### src/rtl/hdt_pkg.sv
`timescale 1ns / 1ps

package hdt_pkg;

    // Input commands.
    localparam logic [1:0] CMD_ADV     = 2'd0;
    localparam logic [1:0] CMD_WR_CNT  = 2'd1;
    localparam logic [1:0] CMD_DIV_RST = 2'd2;

    // Configuration register indexes.
    localparam int         CFG_IDX_W   = 2;
    localparam logic [1:0] CFG_RATE    = 2'd0;
    localparam logic [1:0] CFG_RELOAD  = 2'd1;
    localparam logic [1:0] CFG_DSPEED  = 2'd2;

    // Timer constants.
    localparam int TCNT_SPAN   = 256;
    localparam int TFRAC_LIMIT = 511;
    localparam int TFRAC_BITS  = 9;
    localparam int TL_W        = 18;

    // Commands from the controller to the datapath.
    typedef struct packed {
        logic load;
        logic exec;
        logic raw;
        logic div_step;
        logic out_load;
    } t_dp_cmd;

    // Status from the datapath to the controller.
    typedef struct packed {
        logic timer_run;
        logic div_needed;
        logic div_last;
    } t_dp_stat;

    // Timer fraction shift for each rate select code.
    function automatic logic [2:0] rate_shift(input logic [1:0] sel);
        logic [2:0] sh;
        unique case (sel)
            2'd0: sh = 3'd0;
            2'd1: sh = 3'd6;
            2'd2: sh = 3'd4;
            default: sh = 3'd2;
        endcase
        return sh;
    endfunction

endpackage

### src/rtl/hdt_in_if.sv
`timescale 1ns / 1ps

interface hdt_in_if #(
    parameter int CYCLE_BITS = 12
);
    logic                  valid;
    logic                  ready;
    logic [1:0]            cmd;
    logic [CYCLE_BITS-1:0] cycles;
    logic [7:0]            write_data;

    modport source (output valid, output cmd, output cycles, output write_data, input ready);
    modport sink   (input valid, input cmd, input cycles, input write_data, output ready);
endinterface

### src/rtl/hdt_out_if.sv
`timescale 1ns / 1ps

interface hdt_out_if;
    logic        valid;
    logic        ready;
    logic        timer_irq;
    logic [7:0]  divider_value;
    logic [7:0]  counter_value;
    logic [17:0] cycles_to_overflow;

    modport source (output valid, output timer_irq, output divider_value,
                    output counter_value, output cycles_to_overflow, input ready);
    modport sink   (input valid, input timer_irq, input divider_value,
                    input counter_value, input cycles_to_overflow, output ready);
endinterface

### src/rtl/hdt_ctrl.sv
`timescale 1ns / 1ps

module hdt_ctrl (
    input  logic              i_clk,
    input  logic              i_rst_n,
    input  logic              i_in_valid,
    output logic              o_in_ready,
    output logic              o_out_valid,
    input  logic              i_out_ready,
    input  hdt_pkg::t_dp_stat i_stat,
    output hdt_pkg::t_dp_cmd  o_cmd
);
    import hdt_pkg::*;

    localparam logic [2:0] S_IDLE = 3'd0;
    localparam logic [2:0] S_EXEC = 3'd1;
    localparam logic [2:0] S_RAW  = 3'd2;
    localparam logic [2:0] S_DIV  = 3'd3;
    localparam logic [2:0] S_OUT  = 3'd4;

    logic [2:0] r_state;
    logic [2:0] n_state;
    logic       r_out_valid;
    logic       n_out_valid;
    logic       out_free;

    assign out_free    = !r_out_valid || i_out_ready;
    assign o_in_ready  = (r_state == S_IDLE);
    assign o_out_valid = r_out_valid;

    // Next state and datapath commands.
    always_comb begin
        n_state = r_state;
        o_cmd   = '0;
        unique case (r_state)
            S_IDLE: begin
                if (i_in_valid) begin
                    o_cmd.load = 1'b1;
                    n_state    = S_EXEC;
                end
            end
            S_EXEC: begin
                o_cmd.exec = 1'b1;
                n_state    = i_stat.timer_run ? S_RAW : S_OUT;
            end
            S_RAW: begin
                o_cmd.raw = 1'b1;
                n_state   = i_stat.div_needed ? S_DIV : S_OUT;
            end
            S_DIV: begin
                o_cmd.div_step = 1'b1;
                if (i_stat.div_last) begin
                    n_state = S_OUT;
                end
            end
            S_OUT: begin
                if (out_free) begin
                    o_cmd.out_load = 1'b1;
                    n_state        = S_IDLE;
                end
            end
            default: begin
                n_state = S_IDLE;
            end
        endcase
    end

    // Output valid holds until the result transaction completes.
    always_comb begin
        if (o_cmd.out_load) begin
            n_out_valid = 1'b1;
        end else begin
            n_out_valid = r_out_valid && !i_out_ready;
        end
    end

    always_ff @(posedge i_clk) begin
        if (!i_rst_n) begin
            r_state     <= S_IDLE;
            r_out_valid <= 1'b0;
        end else begin
            r_state     <= n_state;
            r_out_valid <= n_out_valid;
        end
    end

endmodule

### src/rtl/hdt_dp.sv
`timescale 1ns / 1ps

module hdt_dp #(
    parameter int CYCLE_BITS = 12
) (
    input  logic                            i_clk,
    input  logic                            i_rst_n,
    input  hdt_pkg::t_dp_cmd                i_cmd,
    output hdt_pkg::t_dp_stat               o_stat,
    input  logic                            i_cfg_we,
    input  logic [hdt_pkg::CFG_IDX_W-1:0]   i_cfg_idx,
    input  logic [7:0]                      i_cfg_data,
    input  logic [1:0]                      i_in_cmd,
    input  logic [CYCLE_BITS-1:0]           i_in_cycles,
    input  logic [7:0]                      i_in_write_data,
    output logic                            o_timer_irq,
    output logic [7:0]                      o_divider_value,
    output logic [7:0]                      o_counter_value,
    output logic [hdt_pkg::TL_W-1:0]        o_cycles_to_overflow
);
    import hdt_pkg::*;

    localparam int CW    = CYCLE_BITS + 1;
    localparam int DSW   = ((CW + 1 > 8) ? CW + 1 : 8) + 1;
    localparam int TSW   = CYCLE_BITS + 8;
    localparam int QW    = TSW - TFRAC_BITS;
    localparam int RAWW  = ((QW > 8) ? QW : 8) + 1;
    localparam int STEPW = $clog2(RAWW + 1);

    // Configuration registers.
    logic [2:0]             r_rate;
    logic [7:0]             r_reload;
    logic                   r_dspeed;

    // Architectural state.
    logic [7:0]             r_dfrac;
    logic [7:0]             r_div;
    logic [TFRAC_BITS-1:0]  r_tfrac;
    logic [7:0]             r_counter;

    // Working registers of the current transaction.
    logic [1:0]             r_cmd;
    logic [CW-1:0]          r_c;
    logic [7:0]             r_wdata;
    logic [TSW-1:0]         r_tsum;
    logic                   r_irq;
    logic [7:0]             r_rem;
    logic [RAWW-1:0]        r_dvd;
    logic [STEPW-1:0]       r_step;

    logic [2:0]             sh;
    logic [DSW-1:0]         dsum;
    logic [TSW-1:0]         tsum;
    logic [RAWW-1:0]        raw;
    logic [RAWW-1:0]        excess;
    logic [8:0]             period;
    logic                   raw_over;
    logic                   fits;
    logic [8:0]             rem2;
    logic [8:0]             rem_next;
    logic [9:0]             tl_a;
    logic [TL_W-1:0]        time_left;

    assign sh = rate_shift(r_rate[1:0]);

    // Fraction sums for an advance.
    assign dsum = DSW'(r_dfrac) + (DSW'(r_c) << 1);
    assign tsum = TSW'(r_tfrac) + (TSW'(r_c) << sh);

    // Overflow check on the raw counter value.
    assign raw      = RAWW'(r_counter) + RAWW'(r_tsum >> TFRAC_BITS);
    assign raw_over = (raw >= RAWW'(TCNT_SPAN));
    assign excess   = raw - RAWW'(TCNT_SPAN);
    assign period   = 9'(TCNT_SPAN) - 9'(r_reload);
    assign fits     = (excess < RAWW'(period));

    // One restoring remainder step per cycle.
    assign rem2     = {r_rem, r_dvd[RAWW-1]};
    assign rem_next = (rem2 >= period) ? (rem2 - period) : rem2;

    // Counts until the next overflow, from the current state.
    assign tl_a = 10'(TFRAC_LIMIT) - 10'(r_tfrac) + (10'd1 << sh);
    always_comb begin
        if (r_rate[2]) begin
            time_left = TL_W'(tl_a >> sh)
                      + (TL_W'(8'hff - r_counter) << (4'd9 - 4'(sh)));
        end else begin
            time_left = '0;
        end
    end

    assign o_stat.timer_run  = (r_cmd == CMD_ADV) && r_rate[2];
    assign o_stat.div_needed = raw_over && !fits;
    assign o_stat.div_last   = (r_step == STEPW'(1));

    // Configuration and architectural state.
    always_ff @(posedge i_clk) begin
        if (!i_rst_n) begin
            r_rate    <= '0;
            r_reload  <= '0;
            r_dspeed  <= 1'b0;
            r_dfrac   <= '0;
            r_div     <= '0;
            r_tfrac   <= '0;
            r_counter <= '0;
        end else begin
            if (i_cfg_we) begin
                unique case (i_cfg_idx)
                    CFG_RATE:   r_rate   <= i_cfg_data[2:0];
                    CFG_RELOAD: r_reload <= i_cfg_data;
                    CFG_DSPEED: r_dspeed <= i_cfg_data[0];
                    default: begin
                    end
                endcase
            end
            if (i_cmd.exec) begin
                unique case (r_cmd)
                    CMD_ADV: begin
                        r_dfrac <= dsum[7:0];
                        r_div   <= r_div + 8'(dsum >> 8);
                        if (r_rate[2]) begin
                            r_tfrac <= tsum[TFRAC_BITS-1:0];
                        end
                    end
                    CMD_WR_CNT: r_counter <= r_wdata;
                    CMD_DIV_RST: r_div <= '0;
                    default: begin
                    end
                endcase
            end
            if (i_cmd.raw) begin
                if (!raw_over) begin
                    r_counter <= raw[7:0];
                end else if (fits) begin
                    r_counter <= r_reload + excess[7:0];
                end
            end
            if (i_cmd.div_step && o_stat.div_last) begin
                r_counter <= r_reload + rem_next[7:0];
            end
        end
    end

    // Transaction working registers and result register.
    always_ff @(posedge i_clk) begin
        if (i_cmd.load) begin
            r_cmd   <= i_in_cmd;
            r_c     <= CW'(i_in_cycles) << r_dspeed;
            r_wdata <= i_in_write_data;
            r_irq   <= 1'b0;
        end
        if (i_cmd.exec) begin
            r_tsum <= tsum;
        end
        if (i_cmd.raw && raw_over) begin
            r_irq  <= 1'b1;
            r_dvd  <= excess;
            r_rem  <= '0;
            r_step <= STEPW'(RAWW);
        end
        if (i_cmd.div_step) begin
            r_rem  <= rem_next[7:0];
            r_dvd  <= r_dvd << 1;
            r_step <= r_step - STEPW'(1);
        end
        if (i_cmd.out_load) begin
            o_timer_irq          <= r_irq;
            o_divider_value      <= r_div;
            o_counter_value      <= r_counter;
            o_cycles_to_overflow <= time_left;
        end
    end

endmodule

### src/rtl/handheld_divider_timer_block.sv
`timescale 1ns / 1ps

// Divider and programmable timer of a handheld console.
// Input channel i_in_chan carries one command per transaction: advance by a
// cycle count, write the timer counter, or clear the divider. Every input
// transaction produces exactly one result transaction on o_out_chan, giving
// the interrupt flag, the divider, the counter and the counts left until the
// next counter overflow.
// Configuration (rate control, reload value, double speed) is written through
// i_cfg_we / i_cfg_idx / i_cfg_data; the user must write it only while the
// block is idle, since the block itself does not enforce this.
// Counter writes, divider clears and advances with the timer off pass through
// the EXEC and OUT states; a timer advance with at most one wrap adds the RAW
// state; when the counter wraps several times, the bit-serial remainder unit
// in the DIV state then folds the excess into the reload period.
// One transaction is in flight at a time: a new input is accepted as soon as
// the result sits in the output register, even if the receiver has not taken
// it. If the receiver stalls, the result is held and a second finished result
// waits in the controller until the register frees.
// Synchronous reset clears the configuration, the divider and timer state and
// the output valid flag.
module handheld_divider_timer_block #(
    parameter int CYCLE_BITS = 12
) (
    input  logic                          i_clk,
    input  logic                          i_rst_n,
    hdt_in_if.sink                        i_in_chan,
    hdt_out_if.source                     o_out_chan,
    input  logic                          i_cfg_we,
    input  logic [hdt_pkg::CFG_IDX_W-1:0] i_cfg_idx,
    input  logic [7:0]                    i_cfg_data
);
    import hdt_pkg::*;

    t_dp_cmd  dp_cmd;
    t_dp_stat dp_stat;

    // Sequencer.
    hdt_ctrl u_ctrl (
        .i_clk       (i_clk),
        .i_rst_n     (i_rst_n),
        .i_in_valid  (i_in_chan.valid),
        .o_in_ready  (i_in_chan.ready),
        .o_out_valid (o_out_chan.valid),
        .i_out_ready (o_out_chan.ready),
        .i_stat      (dp_stat),
        .o_cmd       (dp_cmd)
    );

    // Arithmetic and state.
    hdt_dp #(
        .CYCLE_BITS (CYCLE_BITS)
    ) u_dp (
        .i_clk                (i_clk),
        .i_rst_n              (i_rst_n),
        .i_cmd                (dp_cmd),
        .o_stat               (dp_stat),
        .i_cfg_we             (i_cfg_we),
        .i_cfg_idx            (i_cfg_idx),
        .i_cfg_data           (i_cfg_data),
        .i_in_cmd             (i_in_chan.cmd),
        .i_in_cycles          (i_in_chan.cycles),
        .i_in_write_data      (i_in_chan.write_data),
        .o_timer_irq          (o_out_chan.timer_irq),
        .o_divider_value      (o_out_chan.divider_value),
        .o_counter_value      (o_out_chan.counter_value),
        .o_cycles_to_overflow (o_out_chan.cycles_to_overflow)
    );

endmodule

### src/flat_wrapper.sv
// flat-port wrapper written by rule: the top's interface ports become plain ports
module handheld_divider_timer_block_flat import hdt_pkg::*;
#(
    parameter int CYCLE_BITS = 12
)
  (i_clk, i_rst_n, i_cfg_we, i_cfg_idx, i_cfg_data, i_in_chan_valid, i_in_chan_cmd, i_in_chan_cycles, i_in_chan_write_data, i_in_chan_ready, o_out_chan_valid, o_out_chan_timer_irq, o_out_chan_divider_value, o_out_chan_counter_value, o_out_chan_cycles_to_overflow, o_out_chan_ready);
  hdt_in_if #(.CYCLE_BITS(CYCLE_BITS)) i_in_chan_i ();
  hdt_out_if o_out_chan_i ();
  input  logic i_clk;
  input  logic i_rst_n;
  input  logic i_cfg_we;
  input  logic [hdt_pkg::CFG_IDX_W-1:0] i_cfg_idx;
  input  logic [7:0] i_cfg_data;
  input wire logic [$bits(i_in_chan_i.valid)-1:0] i_in_chan_valid;
  input wire logic [$bits(i_in_chan_i.cmd)-1:0] i_in_chan_cmd;
  input wire logic [$bits(i_in_chan_i.cycles)-1:0] i_in_chan_cycles;
  input wire logic [$bits(i_in_chan_i.write_data)-1:0] i_in_chan_write_data;
  output wire logic [$bits(i_in_chan_i.ready)-1:0] i_in_chan_ready;
  output wire logic [$bits(o_out_chan_i.valid)-1:0] o_out_chan_valid;
  output wire logic [$bits(o_out_chan_i.timer_irq)-1:0] o_out_chan_timer_irq;
  output wire logic [$bits(o_out_chan_i.divider_value)-1:0] o_out_chan_divider_value;
  output wire logic [$bits(o_out_chan_i.counter_value)-1:0] o_out_chan_counter_value;
  output wire logic [$bits(o_out_chan_i.cycles_to_overflow)-1:0] o_out_chan_cycles_to_overflow;
  input wire logic [$bits(o_out_chan_i.ready)-1:0] o_out_chan_ready;
  assign i_in_chan_i.valid = i_in_chan_valid;
  assign i_in_chan_i.cmd = i_in_chan_cmd;
  assign i_in_chan_i.cycles = i_in_chan_cycles;
  assign i_in_chan_i.write_data = i_in_chan_write_data;
  assign i_in_chan_ready = i_in_chan_i.ready;
  assign o_out_chan_valid = o_out_chan_i.valid;
  assign o_out_chan_timer_irq = o_out_chan_i.timer_irq;
  assign o_out_chan_divider_value = o_out_chan_i.divider_value;
  assign o_out_chan_counter_value = o_out_chan_i.counter_value;
  assign o_out_chan_cycles_to_overflow = o_out_chan_i.cycles_to_overflow;
  assign o_out_chan_i.ready = o_out_chan_ready;
  handheld_divider_timer_block #(.CYCLE_BITS(CYCLE_BITS)) u_core (.i_clk(i_clk), .i_rst_n(i_rst_n), .i_in_chan(i_in_chan_i), .o_out_chan(o_out_chan_i), .i_cfg_we(i_cfg_we), .i_cfg_idx(i_cfg_idx), .i_cfg_data(i_cfg_data));
endmodule
### config.mk
export PLATFORM = sky130hd
export DESIGN_NAME = handheld_divider_timer_block_flat
export DESIGN_NICKNAME = d
export VERILOG_FILES = /design/src/rtl/hdt_pkg.sv /design/src/rtl/hdt_in_if.sv /design/src/rtl/hdt_out_if.sv /design/src/rtl/hdt_ctrl.sv /design/src/rtl/hdt_dp.sv /design/src/rtl/handheld_divider_timer_block.sv /design/src/flat_wrapper.sv
export SDC_FILE = /design/constraint.sdc
export NUM_CORES = 1
export LEC_CHECK = 0
export BUFFER_PORTS_ARGS = -buffer_cell sky130_fd_sc_hd__buf_2
export CORE_MARGIN = 3
export CORE_UTILIZATION = 50
export CTS_CLUSTER_SIZE = 12
export DETAILED_ROUTE_END_ITERATION = 6
export PLACE_DENSITY = 0.76
export RECOVER_POWER = 50
export SETUP_SLACK_MARGIN = 0.05
export SLEW_MARGIN = 20
export SYNTH_ARGS = -nofsm -noshare
export SYNTH_HDL_FRONTEND = slang
export SYNTH_SLANG_ARGS = --single-unit
### constraint.sdc
create_clock -name i_clk -period 5 [get_ports i_clk]
set_input_delay 0.25 -clock i_clk [delete_from_list [all_inputs] [get_ports i_clk]]
set_output_delay 0.25 -clock i_clk [all_outputs]
set_load 0.01 [all_outputs]
==> results of run 1 <==
state kept, by name, summed over array words and instances, names as in the netlist:
name / flops
u_core.u_dp.o_cycles_to_overflow: 18
u_core.u_dp.r_rate: 3
u_core.u_dp.o_counter_value: 8
u_core.u_dp.o_timer_irq: 1
u_core.u_ctrl.r_state: 3
u_core.u_dp.o_divider_value: 8
u_core.u_dp.r_wdata: 8
u_core.u_dp.r_rem: 8
u_core.u_dp.r_step: 4
u_core.u_dp.r_dvd: 12
u_core.u_dp.r_tfrac: 9
u_core.u_dp.r_cmd: 2
u_core.u_dp.r_c: 13
u_core.u_dp.r_tsum: 11
u_core.u_ctrl.o_out_valid: 1
u_core.u_dp.r_irq: 1
u_core.u_dp.r_div: 8
u_core.u_dp.r_counter: 8
u_core.u_dp.r_dfrac: 7
u_core.u_dp.r_dspeed: 1
u_core.u_dp.r_reload: 8
critical path: stages, from the launching register on:
cell and delay, ns:
dfxtp_1 0.34, ha_1 0.24, ha_1 0.20, ha_1 0.32
a31o_2 0.27, a31o_2 0.26, a31oi_1 0.20, xnor2_1 0.13
nand2_1 0.08, o21ai_0 0.10, mux2_2 0.32, fa_1 0.44
nor2b_1 0.16, o21ai_0 0.13, a21boi_2 0.19, o311ai_2 0.15
a211oi_2 0.27, or3b_1 0.41, xnor2_1 0.13, and2_1 0.15
power groups by stage:
| stage | Combinational, mW | Clock (mW) | Sequential (mW) |
|---|---|---|---|
| finish | 0.632 | 1.20 | 1.32 |
| floorplan | 0.472 | 0 | 1.33 |
| CTS | 0.622 | 1.22 | 1.32 |
| global placement | 0.598 | 0 | 1.35 |
| global route | 0.709 | 1.27 | 1.33 |
| detailed placement | 0.611 | 0 | 1.35 |
area by class of cell:
type / count / area [um2] / area share
well taps: 265 / 332 / 0.0294
repair buffers: 97 / 508 / 0.0451
flip-flops and latches: 142 / 3760 / 0.334
multi-input cells: 812 / 5940 / 0.527
clock buffers: 20 / 447 / 0.0396
inverters: 45 / 169 / 0.0150
clock inverters: 12 / 111 / 0.00988
layer usage:
| metal | vias to the layer above | GRT usage | part of all wire |
|---|---|---|---|
| met5 | - | 0 | 0 |
| met1 | 3742 | 0.277 | 0.47 |
| li1 | 3935 | - | - |
| met4 | 0 | 0.0769 | 0.021 |
| met3 | 36 | 0.0373 | 0.038 |
| met2 | 170 | 0.362 | 0.47 |
cell usage after synthesis, types with 9 or more instances:
library cell and count:
nor3_1 22, xor2_1 26, a21boi_0 12, a21o_1 20
nand3_1 19, a211oi_1 9, nand2b_1 9, o21a_1 9
nand2_1 72, inv_1 45, edfxtp_1 92, a21oi_1 75
o21ai_0 48, ha_1 89, and2_1 29, nor2b_1 41
clkbuf_1 28, or2_2 9, and3_1 11, mux2_2 20
o211ai_1 10, xnor2_1 50, nor2_1 80, a22o_1 10
mux2i_1 31, dfxtp_1 50
how the worst max path moves through the flow:
| stage | end | slack (ns) |
|---|---|---|
| 2_1_floorplan | u_core.u_dp.o_cycles_to_overflow[15]$_SDFFCE_PN0P_ | 0.1 |
| 3_3_place_gp | u_core.u_dp.o_cycles_to_overflow[15]$_SDFFCE_PN0P_ | 0.24 |
| 3_5_place_dp | u_core.u_dp.o_cycles_to_overflow[15]$_SDFFCE_PN0P_ | 0.10 |
| 4_1_cts | u_core.u_dp.o_cycles_to_overflow[15]$_SDFFCE_PN0P_ | 0.08 |
| 5_1_grt | u_core.u_dp.o_cycles_to_overflow[15]$_SDFFCE_PN0P_ | 0.06 |
| 6_report | u_core.u_dp.o_cycles_to_overflow[15]$_SDFFCE_PN0P_ | 0.26 |
logic make-up after synthesis:
kind of cell    share of synthesized area
xor+xnor                           0.0667
mux                                0.0605
flops                               0.377
fa+ha+maj                           0.128
simple gates                        0.169
compound gates                      0.168
buf+inv                            0.0302
layout by cell type, fill, tap and decap left out, types with 8 or more instances in the layout:
master and n:
nor2_1 79, dlygate4sd3_1 8, clkbuf_1 44, o21a_1 9, a211oi_1 8, edfxtp_1 92
inv_1 45, nand2b_1 9, buf_2 33, or2_2 9, and2_1 27, a22o_1 10
mux2i_1 31, or3_1 8, dfxtp_1 49, mux2_2 20, ha_1 88, nand2_1 71
xnor2_1 50, nand3_1 19, a21o_1 20, a21oi_1 75, o211ai_1 10, nor3_1 22
nor2b_1 41, and3_1 11, fa_1 8, o21ai_0 48, a21boi_0 11, buf_4 14
clkbuf_16 17, xor2_1 26
through the flow:
stage	std cells	total power [mW]	area (um2)	setup WS, ns	hold WS [ns]
3_3_place_gp	1351	1.94	10700	0.238	0.410
5_1_grt	1393	3.31	11300	0.0573	0.0642
2_1_floorplan	1032	1.80	9980	0.0957	0.349
3_5_place_dp	1351	1.96	10700	0.105	0.417
6_report	1393	3.16	11300	0.261	0.0539
4_1_cts	1391	3.17	11300	0.0766	0.00659
repair_timing:
action | in CTS | in global routing
setup buffers | 0 | 2
endpoints found under the hold margin | 8 | 0
hold buffers | 8 | 0
resized for setup | 0 | 5
setup endpoints to repair | 0 | 6
==> reports/summary.txt, run 1 <==
Effective utilization at floorplan - 0.511
WL/cell - 16.3 um
Clock buffer depth - 2
Cell Pwr Density - 280 nW/um2
Die W - 147 um
Sw power - 897 uW
Max Clk Rate - 211 MHz
Clk Latency, worst-skew pair - 0.43 ns
Core ar. - 19500 um2
Total track usage - 0.214
Fillers - 1736
Leading cell types by total area after synthesis - edfxtp_1, ha_1, dfxtp_1
Global-route wire length before repair - 37.7 mm
Max-cap violation count - 2
Largest net degree at the start of global routing - 50
Post-Syn Instances - 1032
Crit path launch - u_core.u_dp.r_rate[1]$_SDFFE_PN0P_
Worst min-delay path class - in -> reg
LEAKAGE - 4.67 nW
Synthesized flop and latch total - 142
CP Capture Type - register
Most used DFF post-synth - edfxtp_1
Final period utilization - 0.948
Logic pwr share - 0.200
DR iter-0 viols - 549
Syn. warnings - 0
Cell Area, Synth - 9970 um2
Sequential fraction of the synthesis area - 0.377
CTS tree - built
Hold Path Depth - 1
GRT overflow - 0
IO Port Bufs - 73
Final hold vios - 0
Worst Path Class, Setup - reg -> reg
FF-to-FF Start - u_core.u_dp.r_rate[1]$_SDFFE_PN0P_
Fin. max-slew vios - 62
Max VDD drop - 0.238 mV
Synth unique cells - 72
CP Max Fanout - 4
Via density - 5.66
RSZ-0062 raised after global routing - false
Clk pwr share - 0.381
P&R area growth vs syn - 13.0%
Endpoints failing setup - 0
I/O pin count - 74
Internal power - 2.26 mW
Synth top area share - 0.277
Post-route setup TNS - 0 ns
Worst path required time - 5.18 ns
Antenna-violating nets left - 0
Row cnt - 51
Area of the die - 21700 um2
Syn Area/Cell - 9.66 um2
Worst EP arrival - 4.92 ns
Capturing point of the worst reg2reg path - u_core.u_dp.o_cycles_to_overflow[15]$_SDFFCE_PN0P_
Startpoint Class - register
Async SR Flop Fraction - 0
Worst R2R Path Depth - 19
Vias after detailed routing - 7883
Hold path endpoint - u_core.u_dp.r_cmd[0]$_DFFE_PP_
Failing checks - max-capacitance violations, max-slew violations
DR DRC count - 0
Num CTS Buffers - 17
Num Clock Sinks - 142
Fin nets - 1249
Die height - 147 um
Switching Share - 0.284
Layout cells sized above 1 - 0.114
Placed wire-length estimate - 17.1 mm
Synth Net Count - 1166
Fin util - 0.577
Root Driver - clkbuf_16
RD Place Congestion - 0.936
Max-Slew Margin vs Limit - -0.159
Vias in the first global route - 7753
Part of the power in registers - 0.419
Time the worst path needs with I/O delays and setup - 4.74 ns
Setup Skew - 0.0116 ns
Routed WL - 22.7 mm
Post-synth EDFFs - 92
Synth area leader - edfxtp_1
N_diodes - 0
Worst Min Path Start - i_in_chan_cmd[0]
Reg2reg setup slack - 0.26 ns
Htree depth - 4
Worst-path clk slew - 0.06 ns
Run status - complete, but fails checks
DR pass1 iterations - 5
Slew @ Worst Pin - 1.74 ns
Initial antenna violation count - 0
Power figures use the tool's default switching activity.
==> run 2: changes to the inputs <==
ABC_AREA = 1   (was not set)
CAP_MARGIN = 20   (was not set)
PLACE_DENSITY = 0.68   (was 0.76)
==> run 2 against run 1 <==
Effect of this change: the run now ends clean; power increased by 19%; largest cell class unchanged; worst setup slack better by 0.28 ns; hold slack got worse by 0.0055 ns; synthesized cell count increased by 29%.
==> reports/summary.txt, run 2 <==
Run status - completed
Clk Latency, worst-skew pair - 0.43 ns
Global-route wire length before repair - 41.6 mm
Area of the die - 22400 um2
Post-synth EDFFs - 92
FF-to-FF Start - u_core.u_dp.r_reload[1]$_SDFFE_PN0P_
Vias in the first global route - 8176
Number of flip-flops in the largest register - 18
Num Clock Sinks - 142
Final hold vios - 0
Startpoint Class - register
Root Driver - clkbuf_16
GRT overflow - 0
Registers with the most flip-flops - u_core.u_dp.o_cycles_to_overflow: 18 flops, u_core.u_dp.r_c: 13 flops, u_core.u_dp.r_dvd: 12 flops
Post-route cell area - 11600 um2
Fillers - 1849
Syn. warnings - 0
Post-Syn Instances - 1332
Max-Slew Margin vs Limit - 0.0705
Hold Path Depth - 3
Htree depth - 4
Worst path required time - 5.35 ns
Worst Min Path Start - i_cfg_data[6]
Reg2reg setup slack - 0.54 ns
Cell Pwr Density - 326 nW/um2
Synth Net Count - 1466
Hold slack - 0.0485 ns
Row cnt - 51
Fin. max-slew vios - 0
Placed cell count - 1654
Pwr Total - 3.77 mW
N_diodes - 0
Initial antenna violation count - 0
Layout cells sized above 1 - 0.0930
Most used DFF post-synth - edfxtp_1
I/O pin count - 74
Post-place setup slack - 0.490 ns
Num CTS Buffers - 17
CP Capture Type - register
Final setup margin - 0.543 ns
DR DRC count - 0
Most frequent cells after synthesis - nand2_1, inv_1, nor2_1
Setup repair bufs after CTS - 0
Worst min-delay path class - in -> reg
CP max stage cell - dfxtp_1
Worst EP arrival - 4.81 ns
Fin util - 0.583
Cell Area, Synth - 10300 um2
IO Port Bufs - 73
Biggest register - u_core.u_dp.o_cycles_to_overflow
WL/cell - 15.2 um
CP Max Fanout - 14
Die W - 150 um
Synth area leader - edfxtp_1
Placed wire-length estimate - 19.6 mm
Max-cap violation count - 0
Max Clk Rate - 224 MHz
Setup Skew - 0.0158 ns
Sequential fraction of the synthesis area - 0.365
Async SR Flop Fraction - 0
DR pass1 iterations - 5
Time the worst path needs with I/O delays and setup - 4.46 ns
DR iter-0 viols - 712
Largest net degree at the start of global routing - 28
Leading cell types by total area after synthesis - edfxtp_1, nand2_1, ha_1
Fin nets - 1551
P&R area growth vs syn - 12.4%
Die height - 150 um
Effective utilization at floorplan - 0.519
Commonest non-fill, non-tap cell in the layout - nand2_1
LEAKAGE - 5.41 nW
Most frequent cell after synthesis - nand2_1
Worst-path clk slew - 0.07 ns
Via density - 5.31
Clock buffer depth - 2
Synth unique cells - 51
Placed cell area - 11000 um2
Post-route setup TNS - 0 ns
Total track usage - 0.234
Hold path endpoint - u_core.u_dp.r_reload[6]$_SDFFE_PN0P_
Core ar. - 19800 um2
RSZ-0062 raised after global routing - false
Synth top area share - 0.268
Antenna-violating nets left - 0
Max incr delay on CP - 0.49 ns
Worst R2R Path Depth - 23
Commonest non-fill, non-tap cells in the layout - nand2_1, inv_1, nor2_1
Final period utilization - 0.891
RD Place Congestion - 0.925
Crit path buf inv count - 2
Routed WL - 25.8 mm
Syn Area/Cell - 7.73 um2
Final Non-Filler Cells - 1695
CTS tree - built
Crit-path leading delay family - adder cells
Worst Path Class, Setup - reg -> reg
Max VDD drop - 0.234 mV
Slew @ Worst Pin - 1.39 ns
Synthesized flop and latch total - 142
Endpoints failing setup - 0
Vias after detailed routing - 8994
Capturing point of the worst reg2reg path - u_core.u_dp.r_counter[6]$_SDFF_PN0_
Crit-path cells - inv_1 > ha_1 > xor2_1 > ha_1 > a21oi_1 > nand2_1 > nand2_1 > o211ai_1 > nand3_1 > nand2_1 > inv_1 > or2_2 > o21ai_2 > ha_1 > fa_1 > nand3_1 > nand3_1 > a21oi_1 > nor2_1 > nor2_1 > xor2_1 > o21ai_0 > a21oi_2
## run 2: changes by cell type after synthesis, sizes merged, moves of 34 or more
| cell | change |
|---|---|
| nand2 | +238 |
| nor2 | +42 |
| xnor2 | -34 |
| nand3 | +37 |
| a21oi | +40 |
| o21ai | +71 |
| inv | +148 |
| nor2b | -41 |
## run 2: what timing repair did
action	4_1_cts	5_1_grt
endpoints found under the setup margin	0	2
resized for setup	0	2
hold buffers	9	0
hold endpoints to repair	9	0
## run 2: report_power, final
| part | total (mW) | internal [mW] | switching (mW) | leakage [nW] |
|---|---|---|---|---|
| clock | 1.30 | 0.729 | 0.574 | 0.299 |
| sequential | 1.37 | 1.32 | 0.0521 | 1.24 |
| combinational | 1.09 | 0.381 | 0.714 | 3.88 |
## run 2: cell type report
class                   instances  area [um2]  area share
multi-input cells             969        5660       0.489
flip-flops and latches        142        3760       0.325
inverters                     194         731      0.0631
repair buffers                 93         485      0.0419
clock buffers                  18         439      0.0379
well taps                     265         332      0.0286
clock inverters                14         164      0.0142
## run 2: kinds of logic after synthesis
logic type,share of synthesized area
and+or+nand+nor,0.227
AOI/OAI and AO/OA,0.148
buffers and inverters,0.0843
DFF,0.365
adders and majority gates,0.124
xor gates and xnor gates,0.0459
muxes,0.00595
## run 2: worst min-delay path: cells and delay by family
kind,cells,cell delay [ns]
buffers and inverters,1,0.08
AND/OR/NAND/NOR,2,0.12
## run 2: layer usage
| metal | global-route usage | vias to the layer above | part of all wire |
|---|---|---|---|
| li1 | - | 4587 | - |
| met1 | 0.352 | 4094 | 0.49 |
| met2 | 0.355 | 284 | 0.43 |
| met3 | 0.0354 | 29 | 0.071 |
| met4 | 0.0609 | 0 | 0.014 |
| met5 | 0 | - | 0 |
## run 2: worst max path at each step
stage	startpoint	end	slack (ns)	cells after the start
detailed placement	u_core.u_dp.r_rate[0]$_SDFFE_PN0P_	u_core.u_dp.o_cycles_to_overflow[15]$_SDFFCE_PN0P_	0.49	29
global placement	u_core.u_dp.r_rate[0]$_SDFFE_PN0P_	u_core.u_dp.o_cycles_to_overflow[15]$_SDFFCE_PN0P_	0.68	29
CTS	u_core.u_dp.r_rate[0]$_SDFFE_PN0P_	u_core.u_dp.o_cycles_to_overflow[15]$_SDFFCE_PN0P_	0.44	29
global route	u_core.u_dp.r_rate[0]$_SDFFE_PN0P_	u_core.u_dp.o_cycles_to_overflow[17]$_SDFFCE_PN0P_	0.06	30
floorplan	u_core.u_dp.r_rate[0]$_SDFFE_PN0P_	u_core.u_dp.o_cycles_to_overflow[15]$_SDFFCE_PN0P_	0.95	30
finish	u_core.u_dp.r_reload[1]$_SDFFE_PN0P_	u_core.u_dp.r_counter[6]$_SDFF_PN0_	0.54	23
